`src/bda_pkg.sv`:
```
// Shared constants, types and the state encoding of the bin density accumulator.
package bda_pkg;

	localparam int GRID_BINS   = 256;
	localparam int IDX_W       = $clog2(GRID_BINS + 1);
	localparam int STORE_DEPTH = GRID_BINS * GRID_BINS;
	localparam int ADDR_W      = (STORE_DEPTH > 1) ? $clog2(STORE_DEPTH) : 1;
	localparam int COORD_W     = 32;
	localparam int NUM_W       = COORD_W + 2;
	localparam int EDGE_W      = COORD_W + IDX_W;
	localparam int DENS_W      = 64;
	localparam int CNT_W       = 17;
	localparam int CFG_ADDR_W  = 8;

	localparam logic MODE_ADD  = 1'b0;
	localparam logic MODE_READ = 1'b1;

	localparam logic [CFG_ADDR_W-1:0] REG_BIN_WIDTH  = 8'd0;
	localparam logic [CFG_ADDR_W-1:0] REG_BIN_HEIGHT = 8'd1;

	typedef enum logic [3:0] {
		S_CLR,
		S_IDLE,
		S_DIV,
		S_SPAN,
		S_COL,
		S_RD,
		S_MUL,
		S_WR,
		S_RRD,
		S_RWT,
		S_FIN
	} state_t;

	typedef struct packed {
		logic               start;
		logic [NUM_W-1:0]   num;
		logic [COORD_W-1:0] den;
	} div_req_t;

	typedef struct packed {
		logic               done;
		logic [NUM_W-1:0]   quo;
		logic [COORD_W-1:0] rem;
	} div_rsp_t;

endpackage

```
`src/bda_div.sv`:
```
// Radix-2 restoring divider, one quotient bit per cycle.
module bda_div (
	input  logic              clk,
	input  logic              arst_n,
	input  bda_pkg::div_req_t req,
	output bda_pkg::div_rsp_t rsp
);

	localparam int CW = $clog2(bda_pkg::NUM_W + 1);

	logic                        busy_q;
	logic                        done_q;
	logic [CW-1:0]               cnt_q;
	logic [bda_pkg::NUM_W-1:0]   num_q;
	logic [bda_pkg::COORD_W-1:0] rem_q;
	logic [bda_pkg::COORD_W-1:0] den_q;
	logic [bda_pkg::COORD_W:0]   trial;
	logic [bda_pkg::COORD_W:0]   diff;
	logic                        qbit;

	assign trial = {rem_q, num_q[bda_pkg::NUM_W-1]};
	assign qbit  = (trial >= {1'b0, den_q});
	assign diff  = trial - {1'b0, den_q};

	always_ff @(posedge clk or negedge arst_n) begin
		if (!arst_n) begin
			busy_q <= 1'b0;
			done_q <= 1'b0;
			cnt_q  <= '0;
		end else begin
			done_q <= 1'b0;
			if (req.start) begin
				busy_q <= 1'b1;
				cnt_q  <= '0;
			end else if (busy_q) begin
				cnt_q <= cnt_q + CW'(1);
				if (cnt_q == CW'(bda_pkg::NUM_W - 1)) begin
					busy_q <= 1'b0;
					done_q <= 1'b1;
				end
			end
		end
	end

	always_ff @(posedge clk) begin
		if (req.start) begin
			num_q <= req.num;
			den_q <= req.den;
			rem_q <= '0;
		end else if (busy_q) begin
			num_q <= {num_q[bda_pkg::NUM_W-2:0], qbit};
			rem_q <= qbit ? diff[bda_pkg::COORD_W-1:0] : trial[bda_pkg::COORD_W-1:0];
		end
	end

	assign rsp.done = done_q;
	assign rsp.quo  = num_q;
	assign rsp.rem  = rem_q;

endmodule

```
`config.mk`:
```
export PLATFORM = sky130hd
export DESIGN_NAME = bda_div
export DESIGN_NICKNAME = d
export VERILOG_FILES = /design/src/bda_pkg.sv /design/src/bda_div.sv
export SDC_FILE = /design/constraint.sdc
export NUM_CORES = 1
export LEC_CHECK = 0
export ABC_CLOCK_PERIOD_IN_PS = 3300
export BUFFER_PORTS_ARGS = -buffer_cell sky130_fd_sc_hd__buf_2
export CAP_MARGIN = 40
export CORE_ASPECT_RATIO = 1.2
export CORE_MARGIN = 2
export CORE_UTILIZATION = 55
export DETAILED_ROUTE_END_ITERATION = 10
export GPL_ROUTABILITY_DRIVEN = 0
export PLACE_DENSITY = 0.81
export SYNTH_ARGS = -nofsm -noshare
export SYNTH_HDL_FRONTEND = slang
export SYNTH_SLANG_ARGS = --single-unit
```
`constraint.sdc`:
```
create_clock -name clk -period 3.3 [get_ports clk]
set_input_delay 0.33 -clock clk [delete_from_list [all_inputs] [get_ports clk]]
set_output_delay 0.33 -clock clk [all_outputs]
set_load 0.01 [all_outputs]
```
==> impl_metrics.tcl <==
set metrics [dict create \
    r2r_setup_slack_ns 0.25 \
    holdPathEnd "den_q[14]" \
    synthArstFlopShare 0.07547 \
    fin_nets 835 \
    hold_ws_ns 0.1550 \
    p_per_area_nw_per_um2 700.8 \
    grt_max_degree 51 \
    place_ws_ns 0.3045 \
    final.period_utilization 0.9231 \
    fp-row-count 42 \
    root_buffer "clkbuf_16" \
    worst_ep_arrival_time_ns 3.31 \
    layout_common_cells "buf_2 (134), nand2_1 (69), edfxtp_1 (66)" \
    synth_top_cell_by_area "edfxtp_1" \
    via_per_inst 5.921 \
    route.detailed.drc 0 \
    report.power.total_mw 5.010 \
    finClkSkew_ns 0.01000 \
    crit_type "register to register" \
    max_stage_delay_ns 0.58 \
    finalSetupViolCount 0 \
    area_delta_synth_final_pct 17.35 \
    cts.repair.resized 0 \
    use_met1 0.3178 \
    crit_cells 9 \
    avgSynthCellArea_sq_um 9.954 \
    path_delay_family "simple AND/OR/NAND/NOR gates" \
    dp_hpwl_um 10760 \
    setup_ws_ns 0.2539 \
    grt-busiest-layer "met2" \
    cap_violations 0 \
    rr_worst_depth 9 \
    ys.flop_type "edfxtp_1" \
    die_h_um 119.3 \
    start_util 0.5573 \
    synthDominantCellAreaShare 0.3253 \
    synth-seq-cells 106 \
    crit_fanout 16 \
    use_met3 0.04812 \
    routedWlPerCell_um 16.91 \
    grt-ovfl-total 0 \
    antenna_found_initial 0 \
    wl_um 14680 \
    whs_path_depth 1 \
    status "finished clean" \
    ant_nets 0 \
    synth-edff-count 66 \
    cp_num_buf_inv 0 \
    ys_seq_area_frac 0.4633 \
    hp-start "req[14]" \
    syn_inst 612 \
    die_w_um 100.1 \
    cp-start-kind "register" \
    clock_path_buffers 2 \
    clock-sinks 106 \
    drv_slew 0 \
    clk-insertion-delay-late_ns 0.35 \
    coreArea_sq_um 10930 \
    vias 5139 \
    crit_path_end_kind "register" \
    critPathSlowestCell "or4_1" \
    grt_pass1_wl_um 24340 \
    peakVddDrop_mv 0.5381 \
    fin_setup_tns_ns 0 \
    clk_pin_slew_worst_paths_ns 0.07 \
    max_clock_freq_ghz 0.3283 \
    rsz0062_at_grt "no" \
    r2r_start "rem_q[28]" \
    drtPass1Iterations 5 \
    tightest_slew_ns 0.9138 \
    port_buffers 135 \
    cts_max_level 3 \
    required_ns 3.56 \
    path_cells "ha_1, nand3_2, or4_1, nor4_2, nor3_1, a31o_2, and2_4, or3_1, a311oi_2" \
    r2r_end "rem_q[17]" \
    ys_types 59 \
    period_minus_slack_ns 3.046 \
    track_usage 0.2559 \
    cts_tree "done" \
    relSlewSlack 0.3895 \
    hold_path.class "input port to register" \
    final_common_cell "buf_2" \
    met2_usage 0.4333 \
    ys.warnings.count 0 \
    drive_above_1_share 0.2731 \
    die-area_sq_um 11940 \
    numCtsBuffers 9 \
    hold_viol 0 \
    synth_fp_nets 716 \
    p_leak_nw 3.234 \
    diodes 0 \
    grt_pass1_vias 5088 \
    syn_area_sq_um 6092 \
    cts_hold_buf 1 \
    yosys-top-cells-area "edfxtp_1 (33%), dfxtp_1 (11%), ha_1 (7.0%)" \
    postCtsSetupRepairBufs 0 \
    ios 136 \
    drtIter0Drc 296 \
]
layout make-up:
cell class                      count  area (sq um)
Sequential cell                   106          2823
Tap cell                          132         165.2
Fill cell                         879          3781
Multi-Input combinational cell    428          2953
Clock buffer                       11         242.7
Clock inverter                      5         47.55
Timing Repair Buffer              144         760.7
Inverter                           42         157.7
Yosys cell counts, drive strengths merged (8+ instances only):
library cell	n
a211oi	8
a21o	17
a21oi	34
a311oi	16
buf	14
clkbuf	22
dfrtp	8
dfxtp	32
edfxtp	66
ha	34
inv	42
mux2	35
mux2i	8
nand2	69
nand4	12
nor2	51
nor3	12
o21ai	33
xnor2	14
xor2	13
report_power, final:
part / internal (mW) / switching [mW]
Combinational: 0.884 / 1.25
Clock: 0.547 / 0.496
Sequential: 1.64 / 0.190
Total: 3.07 / 1.94
per-stage QoR:
step | cell area (sq um) | instances | utilization
floorplan | 6092 | 612 | -
global placement | 6849 | 851 | 0.6266
detailed placement | 6849 | 851 | 0.6266
CTS | 7149 | 868 | 0.6541
global route | 7149 | 868 | 0.6541
finish | 7149 | 868 | 0.6541
state kept, by name (all words and copies together), names as in the netlist:
register / count
num_q: 34
done_q: 1
busy_q: 1
rem_q: 32
cnt_q: 6
den_q: 32
cell families (layout without fill, tap and decap cells):
kind of cell,after synthesis,after routing,share of synthesized area
and+or+nand+nor,175,175,0.1296
buffers and inverters,78,202,0.05196
AOI/OAI and AO/OA,148,148,0.1653
adders and majority gates,35,35,0.07312
xor gates and xnor gates,27,27,0.03882
muxes,43,43,0.07784
DFF,106,106,0.4633
how the worst max path moves through the flow:
stage	from	endpoint
6_report	rem_q[28]	rem_q[17]
5_1_grt	num_q[33]	rem_q[24]
4_1_cts	den_q[11]	rem_q[17]
3_5_place_dp	den_q[11]	rem_q[17]
3_3_place_gp	rem_q[28]	rem_q[17]
2_1_floorplan	rem_q[14]	rem_q[17]
layer usage:
metal,up-vias,routed length [um]
li1,2461,-
met1,2452,5762
met5,-,0
met3,25,1002
met4,0,320
met2,201,7592
Power figures use the tool's default switching activity.
